$ cat src/rtl/lwc_pkg.sv
// Shared types and codes for the line window clipper.
// No dependencies.
package lwc_pkg;

    // Outcode bits
    localparam logic [3:0] OC_TOP    = 4'd8;
    localparam logic [3:0] OC_BOTTOM = 4'd4;
    localparam logic [3:0] OC_RIGHT  = 4'd2;
    localparam logic [3:0] OC_LEFT   = 4'd1;

    // Config register indexes
    localparam logic [1:0] REG_LEFT   = 2'd0;
    localparam logic [1:0] REG_BOTTOM = 2'd1;
    localparam logic [1:0] REG_RIGHT  = 2'd2;
    localparam logic [1:0] REG_TOP    = 2'd3;

    // Most edge moves before a forced reject
    localparam logic [2:0] CLIP_LIMIT = 3'd4;

    // Sequencer states
    typedef enum logic [5:0] {
        S_IDLE  = 6'b000001,
        S_EVAL  = 6'b000010,
        S_MUL   = 6'b000100,
        S_DLOAD = 6'b001000,
        S_DIV   = 6'b010000,
        S_OUT   = 6'b100000
    } t_state;

endpackage

$ cat src/rtl/lwc_div.sv
// Restoring unsigned divider, one quotient bit per cycle.
// No dependencies.
module lwc_div #(
    parameter int DW = 41,
    parameter int VW = 17
) (
    input  logic          i_clk,
    input  logic          i_rst_n,
    input  logic          i_start,
    input  logic [DW-1:0] i_dividend,
    input  logic [VW-1:0] i_divisor,
    output logic          o_done,
    output logic [DW-1:0] o_quot
);
    localparam int CNTW = $clog2(DW + 1);

    logic [DW-1:0]   r_quo;
    logic [VW-1:0]   r_rem;
    logic [VW-1:0]   r_den;
    logic [CNTW-1:0] r_cnt;
    logic            r_busy;
    logic            r_done;
    logic [VW:0]     trial;
    logic            fits;

    // Trial subtract of the shifted remainder
    assign trial = {r_rem, r_quo[DW-1]};
    assign fits  = trial >= {1'b0, r_den};

    always_ff @(posedge i_clk) begin
        if (!i_rst_n) begin
            r_busy <= 1'b0;
            r_done <= 1'b0;
            r_cnt  <= '0;
        end else begin
            r_done <= r_busy && (r_cnt == CNTW'(1));
            if (i_start) begin
                r_busy <= 1'b1;
                r_cnt  <= CNTW'(DW);
            end else if (r_busy) begin
                r_cnt <= r_cnt - CNTW'(1);
                if (r_cnt == CNTW'(1)) begin
                    r_busy <= 1'b0;
                end
            end
        end
    end

    // Datapath
    always_ff @(posedge i_clk) begin
        if (i_start) begin
            r_quo <= i_dividend;
            r_rem <= '0;
            r_den <= i_divisor;
        end else if (r_busy) begin
            r_quo <= {r_quo[DW-2:0], fits};
            r_rem <= fits ? VW'(trial - {1'b0, r_den}) : trial[VW-1:0];
        end
    end

    assign o_done = r_done;
    assign o_quot = r_quo;

endmodule

$ cat src/rtl/line_window_clipper.sv
// Top level of the line window clipper: config registers, sequencer, shared
// multiply and divide. Depends on lwc_pkg and lwc_div.
//
// Channel  | Handshake              | Beat
// ---------+------------------------+-----------------------------------
// input    | start & !busy          | x_start, y_start, x_end, y_end
// result   | o_valid, one cycle     | visible, four clipped coords, codes
// config   | i_cfg_valid&o_cfg_ready| register index and data
//
// A segment holds busy through evaluation and, per edge move (up to four),
// a multiply, a divider load and a divide by the one-bit-per-cycle divider;
// a move with a zero divisor skips the multiply and divide.
// The result beat appears in the same cycle that busy drops.
// Synchronous active-low reset loads the default window; results cannot
// be stalled, each shows for exactly one cycle. Config is always ready.
module line_window_clipper
    import lwc_pkg::*;
#(
    parameter int COORD_BITS = 16,
    parameter int FRAC_BITS  = 8
) (
    input  logic                                i_clk,
    input  logic                                i_rst_n,
    input  logic                                start,
    output logic                                busy,
    input  logic signed [COORD_BITS-1:0]        i_x_start,
    input  logic signed [COORD_BITS-1:0]        i_y_start,
    input  logic signed [COORD_BITS-1:0]        i_x_end,
    input  logic signed [COORD_BITS-1:0]        i_y_end,
    output logic                                o_valid,
    output logic                                o_visible,
    output logic signed [COORD_BITS+FRAC_BITS-1:0] o_clipped_x_start,
    output logic signed [COORD_BITS+FRAC_BITS-1:0] o_clipped_y_start,
    output logic signed [COORD_BITS+FRAC_BITS-1:0] o_clipped_x_end,
    output logic signed [COORD_BITS+FRAC_BITS-1:0] o_clipped_y_end,
    output logic [3:0]                          o_start_outcode,
    output logic [3:0]                          o_end_outcode,
    input  logic                                i_cfg_valid,
    output logic                                o_cfg_ready,
    input  logic [1:0]                          i_cfg_index,
    input  logic [COORD_BITS-1:0]               i_cfg_data
);
    localparam int CW = COORD_BITS;
    localparam int FW = COORD_BITS + FRAC_BITS;
    localparam int MW = COORD_BITS + 1;
    localparam int PW = 2 * COORD_BITS + 1;
    localparam int DW = PW + FRAC_BITS;

    // Window registers
    logic signed [CW-1:0] r_win_left, r_win_bottom, r_win_right, r_win_top;

    // Segment state
    t_state               r_state;
    logic signed [CW-1:0] r_xs, r_ys, r_xe, r_ye;
    logic signed [FW-1:0] r_px0, r_py0, r_px1, r_py1;
    logic [3:0]           r_oc0, r_oc1;
    logic [2:0]           r_iter;
    logic                 r_k, r_vert, r_neg;
    logic signed [CW-1:0] r_base;
    logic [MW-1:0]        r_num_mag, r_del_mag, r_den_mag;
    logic [PW-1:0]        r_prod;

    // Result registers
    logic                 r_valid, r_visible, r_ovis;
    logic signed [FW-1:0] r_ox0, r_oy0, r_ox1, r_oy1;
    logic [3:0]           r_ooc0, r_ooc1;

    logic signed [FW-1:0] wl_f, wb_f, wr_f, wt_f;
    logic [3:0]           c0, c1, c_sel;
    logic                 div_done;
    logic [DW-1:0]        div_quot;
    logic signed [FW-1:0] base_f, cross_res;
    logic signed [CW-1:0] edge_v, base_v;
    logic signed [MW-1:0] num_s, del_s, den_s;
    logic                 vert;

    function automatic logic [MW-1:0] f_mag(input logic signed [MW-1:0] v);
        f_mag = v[MW-1] ? MW'(-v) : MW'(v);
    endfunction

    function automatic logic [3:0] f_code(input logic signed [FW-1:0] x,
                                          input logic signed [FW-1:0] y,
                                          input logic signed [FW-1:0] l,
                                          input logic signed [FW-1:0] b,
                                          input logic signed [FW-1:0] r,
                                          input logic signed [FW-1:0] t);
        logic [3:0] c;
        c = '0;
        if (y > t) c = c | OC_TOP;
        if (y < b) c = c | OC_BOTTOM;
        if (x > r) c = c | OC_RIGHT;
        if (x < l) c = c | OC_LEFT;
        f_code = c;
    endfunction

    // Window edges in fixed point
    assign wl_f = FW'(r_win_left)   <<< FRAC_BITS;
    assign wb_f = FW'(r_win_bottom) <<< FRAC_BITS;
    assign wr_f = FW'(r_win_right)  <<< FRAC_BITS;
    assign wt_f = FW'(r_win_top)    <<< FRAC_BITS;

    assign c0 = f_code(r_px0, r_py0, wl_f, wb_f, wr_f, wt_f);
    assign c1 = f_code(r_px1, r_py1, wl_f, wb_f, wr_f, wt_f);
    assign c_sel = (c0 != 4'd0) ? c0 : c1;

    // Edge choice and operands for the next move
    always_comb begin
        vert   = 1'b0;
        edge_v = r_win_left;
        priority if ((c_sel & OC_TOP) != 4'd0) begin
            edge_v = r_win_top;
        end else if ((c_sel & OC_BOTTOM) != 4'd0) begin
            edge_v = r_win_bottom;
        end else if ((c_sel & OC_RIGHT) != 4'd0) begin
            vert   = 1'b1;
            edge_v = r_win_right;
        end else begin
            vert   = 1'b1;
            edge_v = r_win_left;
        end
        if (vert) begin
            base_v = r_ys;
            num_s  = MW'(r_ye) - MW'(r_ys);
            del_s  = MW'(edge_v) - MW'(r_xs);
            den_s  = MW'(r_xe) - MW'(r_xs);
        end else begin
            base_v = r_xs;
            num_s  = MW'(r_xe) - MW'(r_xs);
            del_s  = MW'(edge_v) - MW'(r_ys);
            den_s  = MW'(r_ye) - MW'(r_ys);
        end
    end

    // Intersection from the quotient
    assign base_f    = FW'(r_base) <<< FRAC_BITS;
    assign cross_res = r_neg ? FW'(base_f - FW'(div_quot)) : FW'(base_f + FW'(div_quot));

    lwc_div #(
        .DW(DW),
        .VW(MW)
    ) u_div (
        .i_clk      (i_clk),
        .i_rst_n    (i_rst_n),
        .i_start    (r_state == S_DLOAD),
        .i_dividend (DW'(r_prod) << FRAC_BITS),
        .i_divisor  (r_den_mag),
        .o_done     (div_done),
        .o_quot     (div_quot)
    );

    // Config writes
    always_ff @(posedge i_clk) begin
        if (!i_rst_n) begin
            r_win_left   <= CW'(50);
            r_win_bottom <= CW'(50);
            r_win_right  <= CW'(200);
            r_win_top    <= CW'(200);
        end else if (i_cfg_valid) begin
            unique case (i_cfg_index)
                REG_LEFT:   r_win_left   <= i_cfg_data;
                REG_BOTTOM: r_win_bottom <= i_cfg_data;
                REG_RIGHT:  r_win_right  <= i_cfg_data;
                REG_TOP:    r_win_top    <= i_cfg_data;
                default:    r_win_top    <= r_win_top;
            endcase
        end
    end

    // Sequencer
    always_ff @(posedge i_clk) begin
        if (!i_rst_n) begin
            r_state <= S_IDLE;
            r_valid <= 1'b0;
            r_iter  <= '0;
        end else begin
            r_valid <= 1'b0;
            unique case (r_state)
                S_IDLE: if (start) begin
                    r_state <= S_EVAL;
                    r_iter  <= '0;
                end
                S_EVAL: begin
                    if (((c0 | c1) == 4'd0) || ((c0 & c1) != 4'd0) || (r_iter == CLIP_LIMIT)) begin
                        r_state <= S_OUT;
                    end else if (den_s == '0) begin
                        r_iter <= r_iter + 3'd1;
                    end else begin
                        r_state <= S_MUL;
                        r_iter  <= r_iter + 3'd1;
                    end
                end
                S_MUL:   r_state <= S_DLOAD;
                S_DLOAD: r_state <= S_DIV;
                S_DIV:   if (div_done) r_state <= S_EVAL;
                S_OUT: begin
                    r_state <= S_IDLE;
                    r_valid <= 1'b1;
                end
                default: r_state <= S_IDLE;
            endcase
        end
    end

    // Datapath
    always_ff @(posedge i_clk) begin
        unique case (r_state)
            S_IDLE: if (start) begin
                r_xs  <= i_x_start;
                r_ys  <= i_y_start;
                r_xe  <= i_x_end;
                r_ye  <= i_y_end;
                r_px0 <= FW'(i_x_start) <<< FRAC_BITS;
                r_py0 <= FW'(i_y_start) <<< FRAC_BITS;
                r_px1 <= FW'(i_x_end)   <<< FRAC_BITS;
                r_py1 <= FW'(i_y_end)   <<< FRAC_BITS;
            end
            S_EVAL: begin
                if (r_iter == 3'd0) begin
                    r_oc0 <= c0;
                    r_oc1 <= c1;
                end
                r_visible <= ((c0 | c1) == 4'd0);
                r_k       <= (c0 == 4'd0);
                r_vert    <= vert;
                r_base    <= base_v;
                r_num_mag <= f_mag(num_s);
                r_del_mag <= f_mag(del_s);
                r_den_mag <= f_mag(den_s);
                r_neg     <= num_s[MW-1] ^ del_s[MW-1] ^ den_s[MW-1];
                // Edge coordinate is exact; zero divisor keeps the start value
                if (((c0 | c1) != 4'd0) && ((c0 & c1) == 4'd0) && (r_iter != CLIP_LIMIT)) begin
                    if (c0 != 4'd0) begin
                        if (vert) begin
                            r_px0 <= FW'(edge_v) <<< FRAC_BITS;
                            if (den_s == '0) r_py0 <= FW'(base_v) <<< FRAC_BITS;
                        end else begin
                            r_py0 <= FW'(edge_v) <<< FRAC_BITS;
                            if (den_s == '0) r_px0 <= FW'(base_v) <<< FRAC_BITS;
                        end
                    end else begin
                        if (vert) begin
                            r_px1 <= FW'(edge_v) <<< FRAC_BITS;
                            if (den_s == '0) r_py1 <= FW'(base_v) <<< FRAC_BITS;
                        end else begin
                            r_py1 <= FW'(edge_v) <<< FRAC_BITS;
                            if (den_s == '0) r_px1 <= FW'(base_v) <<< FRAC_BITS;
                        end
                    end
                end
            end
            S_MUL: r_prod <= PW'(r_num_mag * r_del_mag);
            S_DIV: if (div_done) begin
                unique case ({r_k, r_vert})
                    2'b00: r_px0 <= cross_res;
                    2'b01: r_py0 <= cross_res;
                    2'b10: r_px1 <= cross_res;
                    2'b11: r_py1 <= cross_res;
                    default: r_px0 <= r_px0;
                endcase
            end
            S_OUT: begin
                r_ox0  <= r_visible ? r_px0 : '0;
                r_oy0  <= r_visible ? r_py0 : '0;
                r_ox1  <= r_visible ? r_px1 : '0;
                r_oy1  <= r_visible ? r_py1 : '0;
                r_ooc0 <= r_oc0;
                r_ooc1 <= r_oc1;
            end
            default: r_prod <= r_prod;
        endcase
    end

    assign busy              = (r_state != S_IDLE);
    assign o_cfg_ready       = 1'b1;
    assign o_valid           = r_valid;
    assign o_visible         = r_ovis;
    assign o_clipped_x_start = r_ox0;
    assign o_clipped_y_start = r_oy0;
    assign o_clipped_x_end   = r_ox1;
    assign o_clipped_y_end   = r_oy1;
    assign o_start_outcode   = r_ooc0;
    assign o_end_outcode     = r_ooc1;

    // Visible flag latched with the result beat
    always_ff @(posedge i_clk) begin
        if (r_state == S_OUT) r_ovis <= r_visible;
    end

`ifndef SYNTHESIS
    a_valid_idle: assert property (@(posedge i_clk) disable iff (!i_rst_n)
        o_valid |-> !busy) else $error("result beat while busy");
    a_reject_zero: assert property (@(posedge i_clk) disable iff (!i_rst_n)
        (o_valid && !o_visible) |-> (o_clipped_x_start == '0 && o_clipped_y_end == '0))
        else $error("rejected segment with nonzero coords");
    a_iter_cap: assert property (@(posedge i_clk) disable iff (!i_rst_n)
        r_iter <= CLIP_LIMIT) else $error("edge move count overflow");
    a_start_busy: assert property (@(posedge i_clk) disable iff (!i_rst_n)
        (start && !busy) |=> busy) else $error("accepted beat did not raise busy");
`endif

endmodule

$ cat config.mk
export PLATFORM = sky130hd
export DESIGN_NAME = line_window_clipper
export DESIGN_NICKNAME = d
export VERILOG_FILES = /design/src/rtl/lwc_pkg.sv /design/src/rtl/lwc_div.sv /design/src/rtl/line_window_clipper.sv
export SDC_FILE = /design/constraint.sdc
export NUM_CORES = 2
export LEC_CHECK = 0
export ABC_CLOCK_PERIOD_IN_PS = 14600
export CAP_MARGIN = 10
export CORE_MARGIN = 3
export CORE_UTILIZATION = 60
export DETAILED_ROUTE_END_ITERATION = 7
export DONT_BUFFER_PORTS = 1
export PLACE_DENSITY = 0.87
export REMOVE_ABC_BUFFERS = 1
export SYNTH_ARGS = -nofsm -noshare
export SYNTH_HDL_FRONTEND = slang
export SYNTH_SLANG_ARGS = --single-unit
export TNS_END_PERCENT = 100
$ cat constraint.sdc
create_clock -name i_clk -period 14.6 [get_ports i_clk]
set_clock_uncertainty 0.1 [all_clocks]
set_input_delay 2.92 -clock i_clk [delete_from_list [all_inputs] [get_ports i_clk]]
set_output_delay 2.92 -clock i_clk [all_outputs]
set_load 0.01 [all_outputs]
; ---- Word-level counts from Yosys, hierarchy flattened
; Index checks and enable logic that the tools add are counted.
[word_totals]
ff_bits = 534
in_bits = 86
output_inout_bits = 108
[op_classes]
add_sub_neg = 12
mul = 1
n_lt_le_gt_ge = 9
eq_ne = 29
n_mux = 66
n_bitwise = 5
reduce_logical = 31
[ops]
columns = cell, count
row1 = 24-bit 2-to-1 mux, 24
row2 = 24-bit case mux with 3 select lines, 4
row3 = 16-bit 2-to-1 mux, 7
row4 = 24-bit > comparator, 4
row5 = 24-bit less-than comparator, 4
row6 = 41-bit 2-to-1 mux, 2
row7 = 17-bit 2-to-1 mux, 4
row8 = 16-bit by 16-bit subtractor with 17-bit output, 4
row9 = 17-bit negation, 3
row10 = 6-bit 2-to-1 mux, 6
row11 = 17-bit by 17-bit multiplier with 33-bit output, 1
row12 = 6-bit case mux with 5 select lines, 1
row13 = 7-bit AND reduction, 4
row14 = 24-bit adder, 1
row15 = 24-bit subtractor, 1
row16 = 18-bit by 17-bit greater-or-equal comparator with 1-bit output, 1
row17 = 17-bit logical NOT, 1
row18 = 17-bit subtractor, 1
row19 = "6-bit by 1-bit equality test with 1-bit output, second input constant", 2
row20 = 4-bit logical NOT, 3
row21 = 3-bit 2-to-1 mux, 4
row22 = 4-bit 2-to-1 mux, 3
row23 = "2-bit != test, second input constant", 6
row24 = "3-bit != test, second input constant", 4
row25 = other kinds (29), 58

; ---- Logic depth before layout (Yosys ltp)
[logic_depth]
ltp_word = 16
mapped_depth = 28
ltp_nobuf = 25

; ---- Cells and area by module
; A second synthesis with hierarchy kept.
[hier_totals]
cells_unflattened = 3842
hier_area_um2 = 38838.5
[modules_own_cells]
columns = mod, n_inst, cells_each, area_each_um2, seq_area_each_um2
row1 = line_window_clipper, 1, 3480, 34563.1, 12802.3
row2 = lwc_div, 1, 362, 4275.4, 2242.2

; ---- Worst setup path before layout
; OpenSTA, ideal clock, no wires.
[synth_timing]
path_type = flip-flop to flip-flop
startpoint = reg r_px0[23]
endpoint = reg r_py1[0] (enable)
arrival_ns = 6.268
setup_slack_ns = 7.791
stages_incl_launch_ff = 21
synth_period_minus_slack_ns = 6.809
cell_sequence = edfxtp_1 > ha_1 > nand4_1 > or4_1 > or3_1 > nand2_1 > mux2_4 > o211ai_4 > nand2_2 > buf_2 > buf_2 > mux2i_1 > ha_1 > nand4_1 > mux2i_1 > nand3_1 > a2111oi_2 > ha_1 > nor2_1 > o21ai_1 > nor3b_1
[synth_via]
elab_chain_len = 10
word_cells_on_any_way = 20
cone_classes = order compare (2) / eq/ne (3) / mux (6) / bitwise (2) / reduce/logical (7)
[synth_lines]
columns = element, line_no
row1 = "start, declared", line_window_clipper.sv:55  ; logic signed [FW-1:0] r_px0, r_py0, r_px1, r_py1;
row2 = "start signal, assigned", line_window_clipper.sv:212  ; r_px0 <= FW'(i_x_start) <<< FRAC_BITS;
row3 = "start signal, assigned", line_window_clipper.sv:234  ; r_px0 <= FW'(edge_v) <<< FRAC_BITS;
row4 = "start signal, assigned", line_window_clipper.sv:238  ; if (den_s == '0) r_px0 <= FW'(base_v) <<< FRAC_BITS;
row5 = 24-bit less-than comparator or 24-bit > comparator (tied branches), "line_window_clipper.sv:92, line_window_clipper.sv:91"
row6 = 1-bit 2-to-1 mux or 2-bit 2-to-1 mux (tied branches), "line_window_clipper.sv:92, line_window_clipper.sv:91"
row7 = 4-bit nonzero test, "line_window_clipper.sv:104, line_window_clipper.sv:232"
row8 = 4-bit 2-to-1 mux, line_window_clipper.sv:104  ; assign c_sel = (c0 != 4'd0) ? c0 : c1;
row9 = 1-bit 2-to-1 mux, line_window_clipper.sv:112  ; end else if ((c_sel & OC_BOTTOM) != 4'd0) begin
row10 = 1-bit 2-to-1 mux, line_window_clipper.sv:110  ; priority if ((c_sel & OC_TOP) != 4'd0) begin
row11 = 17-bit 2-to-1 mux, line_window_clipper.sv:121  ; if (vert) begin
row12 = 17-bit logical NOT, line_window_clipper.sv:243  ; if (den_s == '0) r_py1 <= FW'(base_v) <<< FRAC_BITS;
row13 = 3-bit != test (no line), -
row14 = 7-bit AND reduction (no line) (*), -
row15 = "end signal, assigned", line_window_clipper.sv:243
row16 = "end signal, assigned", line_window_clipper.sv:245  ; r_py1 <= FW'(edge_v) <<< FRAC_BITS;
row17 = "end signal, assigned", line_window_clipper.sv:257  ; 2'b11: r_py1 <= cross_res;
row18 = "end, declared", line_window_clipper.sv:55
; Mark *: on every way between the ends. The rest lies on a longest branch, timed or not.
; A chain may end at the register's enable or synchronous reset.

; ---- Worst setup path in the final report
[layout_timing]
startpoint = reg r_px0[23]
endpoint = reg r_del_mag[14], data pin
[layout_via]
elab_chain_len = 11
word_cells_on_any_way = 16
cone_classes = add/sub (3) / order compare (2) / mux (10) / reduce/logical (1)
[layout_lines]
columns = element, line_no
row1 = 24-bit less-than comparator or 24-bit > comparator (tied branches), "line_window_clipper.sv:92, line_window_clipper.sv:91"
row2 = 1-bit 2-to-1 mux or 2-bit 2-to-1 mux (tied branches), "line_window_clipper.sv:92, line_window_clipper.sv:91"
row3 = 4-bit nonzero test, line_window_clipper.sv:104
row4 = 4-bit 2-to-1 mux (*), line_window_clipper.sv:104
row5 = 16-bit 2-to-1 mux, line_window_clipper.sv:114  ; end else if ((c_sel & OC_RIGHT) != 4'd0) begin
row6 = 16-bit 2-to-1 mux, line_window_clipper.sv:112
row7 = 16-bit 2-to-1 mux, line_window_clipper.sv:110
row8 = "16-bit by 16-bit subtractor with 17-bit output, on equally long branches", "line_window_clipper.sv:129, line_window_clipper.sv:124"
row9 = 17-bit 2-to-1 mux (*), line_window_clipper.sv:121
row10 = 17-bit negation, line_window_clipper.sv:78  ; f_mag = v[MW-1] ? MW'(-v) : MW'(v);
row11 = 16-bit 2-to-1 mux (*), line_window_clipper.sv:78
row12 = "end signal, assigned", line_window_clipper.sv:227  ; r_del_mag <= f_mag(del_s);
row13 = "end, declared", line_window_clipper.sv:60  ; logic [MW-1:0] r_num_mag, r_del_mag, r_den_mag;
; Marks and branches as above.

==> metrics.md <==
| Metric | Value |
|---|---|
| Max Cap Viol | `0` |
| Remaining antenna violation count | `0` |
| Die Span X | `261 um` |
| Average wire per standard cell | `22.7 um` |
| Failing checks | `DRC` |
| Measured slew at the worst slew-check pin | `1.14 ns` |
| Fmax achieved | `roughly 0.13 GHz` |
| CP max stage delay | `between 0.7 and 0.8 ns` |
| Startpoint types | `flip-flop` |
| RSZ-0062 raised after global routing | `no` |
| Min Tclk post-route | `7.43 ns` |
| Port Buffer Count | `0` |
| Initial core utilization | `0.612` |
| Synth Instances | `~3.9k` |
| # IOs | `194` |
| Share of the synthesized area in the top cell type | `0.330` |
| DRC viols | `1` |
| Worst Hold Path Cells | `0` |
| Pin count of the biggest net entering global routing | `between 70 and 80` |
| Post-DP HPWL | `82200 um` |
| Initial drt markers | `~3.6k` |
| Avg Inst Size Synth | `9.86 sq um` |
| Worst path bufs/invs | `1` |
| First-pass GRT wire length | `167000 um` |
| Num CTS Buffers | `55` |
| Slowest-stage cell, CP | `buf_4` |
| Setup Fix Bufs, Post-CTS | `0` |
| DRT Pass-1 Iters | `8` |
| Clk sinks | `534` |
| Vias in the first global route | `29.3k` |
| Grt ovf | `0` |
| Cell Area, Synth | `38900 sq um` |
| Worst-path cell chain | `ha_1 > nand4_1 > or4_1 > or3_1 > nand2_1 > mux2_4 > o211ai_4 > nand2_4 > buf_4 > nor2_1 > a21oi_1 > ha_1 > o21a_1 > o31a_1 > o21ai_0 > nand2b_1 > xnor2_1 > nand4_1 > nor3_1 > nand4_1 > o21ai_0 > xnor2_1` |
| Cts repair resizes | `0` |
| CP endpoint kind | `flip-flop` |
| Final wirelength | `~110000 um` |
| Die area | `67900 sq um` |
| Synth-to-layout area growth | `6.76%` |
| Data arrival time of the worst path | `about 7.7 ns` |
| # fillers | `4816` |
| Final worst-path cycle share | `0.509` |
| Register area share after synthesis | `0.385` |
| Syn. warnings | `0` |
| Top_reg_cell synth | `edfxtp_1` |
| Share of layout cells above drive strength 1 | `0.0436` |
| Reg2reg setup slack | `7.17 ns` |
| Routability cong. | `0.971` |
| Synth async-reset ratio | `0` |
| CTS tree | `yes` |
| CTS Hold Bufs | `0` |
| Endpoints failing hold | `0` |
| Pins over their slew limit | `0` |
| Status | `finished with violations` |
| Worst-case reg-to-reg path depth | `22` |
| Seq cells post-synth | `534` |
| CTS H-tree depth | `2` |
| Largest cells by area after synthesis | `edfxtp_1 33%, fa_1 12%, ha_1 11%` |
| Worst R2R Start | `r_px0[23]` |
| Synth unique cells | `a little over 90` |
| Die Y-Extent | `261 um` |
| Post-synth EDFFs | `between 400 and 500` |
| CP required | `around 15 ns` |
| CTS max path bufs | `3` |
| RR Endpoint | `r_del_mag[14]` |
| Via density | `approximately 6.2` |
| Hold Path Class | `flip-flop to flip-flop` |
| FP Rows | `92` |
| Root Driver | `clkbuf_16` |
| Final setup viols | `0` |
| Crit path max fanout | `73` |
| GRT Resource Usage Total | `0.320` |
| WHS Endpoint | `u_div.r_den[4]` |
| Rel. slew slack | `0.229` |
| Most frequent CP cell | `nand4_1` |
| Final nets | `approximately 4.5k` |
| Synth area leader | `edfxtp_1` |
| CORE AREA | `between 60000 and 70000 sq um` |
| Initial antenna violation count | `9` |
| CP top delay family | `simple AND/OR/NAND/NOR gates` |
| Worst min-delay path startpoint | `r_den_mag[4]` |
| Worst-skew pair later-pin latency | `0.62 ns` |
| Crit Path Class | `flip-flop to flip-flop` |
| Setup tns final | `0 ns` |
| Clock-pin slew on the worst setup and hold paths | `0.06 ns` |
| DR vias | `29.6k` |
-- synthesized netlist by cell type (all sizes together), types with 9 or more instances --
cell type	instances
a21o	64
dfxtp	107
a31oi	20
nand3	78
buf	35
o31ai	22
or3	20
xnor2	107
and2	198
o22ai	11
or2	13
nand4	25
o21ai	135
o21a	22
xor2	44
clkbuf	120
nand2	588
a211o	24
nor2	194
edfxtp	427
o21bai	10
nand3b	9
nor4	16
fa	228
a211oi	38
a21oi	254
nor3b	13
and3	18
nor3	37
mux2i	78
nor2b	24
o211ai	35
ha	332
nand2b	18
inv	454
-- cell families (layout without fill, tap and decap cells) --
group,Yosys count,after routing,share of synthesized area
AOI/OAI and AO/OA,720,720,0.119
and+or+nand+nor,1282,1282,0.156
adders and majority gates,560,560,0.224
muxes,85,85,0.0222
other,1,11,0.0000964
DFF,534,534,0.385
xor gates and xnor gates,151,151,0.0340
buffers and inverters,610,589,0.0601
-- cells in the final DEF, fill, tap and decap left out, types with 25 or more instances in the layout --
master       n
o211ai_1    34
ha_1       332
a21oi_1    253
a21o_1      64
a211oi_1    37
o21ai_0     87
nor2_1     193
xor2_1      44
nand4_1     25
dfxtp_1    106
buf_4       30
o21ai_1     48
edfxtp_1   427
inv_1      448
mux2i_1     78
nand2_1    587
xnor2_1    107
clkbuf_16   55
fa_1       228
nand3_1     78
and2_1     198
nor3_1      35
-- area by class of cell --
class                      instances  area, sq um  share of cell area
timing repair buffer              31          253             0.00609
tap                              846         1060              0.0255
clock inverter                    44          445              0.0107
clock buffer                      59         1410              0.0340
multi-input combinational       2799        21600               0.521
inverter                         455         1710              0.0412
sequential                       534        15000               0.360
antenna                           10         25.0            0.000603
-- metrics by stage --
| step | cell area, sq um | util | worst slack [ns] | hold WS [ns] | std cells |
|---|---|---|---|---|---|
| after floorplan | 38300 | - | 6.62 | 0.300 | 3788 |
| after global placement | 39600 | 0.623 | 7.54 | 0.302 | 4664 |
| after detailed placement | 39600 | 0.623 | 7.34 | 0.305 | 4664 |
| after CTS | 41500 | 0.653 | 7.30 | 0.318 | 4767 |
| after global routing | 41500 | 0.653 | 6.87 | 0.320 | 4768 |
| final | 41500 | 0.653 | 7.17 | 0.316 | 4778 |
-- metal layers --
metal	wire length (um)	track usage	share of wire	up-vias
met5	93	0	0.00086	-
met4	4360	0.113	0.040	14
met3	13000	0.0839	0.12	294
met2	49100	0.509	0.45	1610
met1	41800	0.428	0.39	14300
li1	-	-	-	13400
-- worst max path at each step --
stage / start / to / cells after the start
2_1_floorplan: r_px0[23] / r_del_mag[12] / 22
3_5_place_dp: r_num_mag[7] / r_prod[29] / 23
6_report: r_px0[23] / r_del_mag[14] / 22
5_1_grt: r_px0[23] / r_del_mag[14] / 22
3_3_place_gp: r_num_mag[7] / r_prod[29] / 23
4_1_cts: r_num_mag[7] / r_prod[31] / 22
-- sequential cells by signal, indices dropped and copies added (netlist names), 17 cells and up --
name	count
u_div.o_quot	41
r_prod	33
o_clipped_x_end	24
o_clipped_x_start	24
o_clipped_y_end	24
o_clipped_y_start	24
r_px0	24
r_px1	24
r_py0	24
r_py1	24
r_del_mag	17
r_den_mag	17
r_num_mag	17
u_div.r_den	17
u_div.r_rem	17
Power is left out: the tool's default activity adds up to more than one toggle a clock period on the data nets, which glitch-free logic cannot reach.
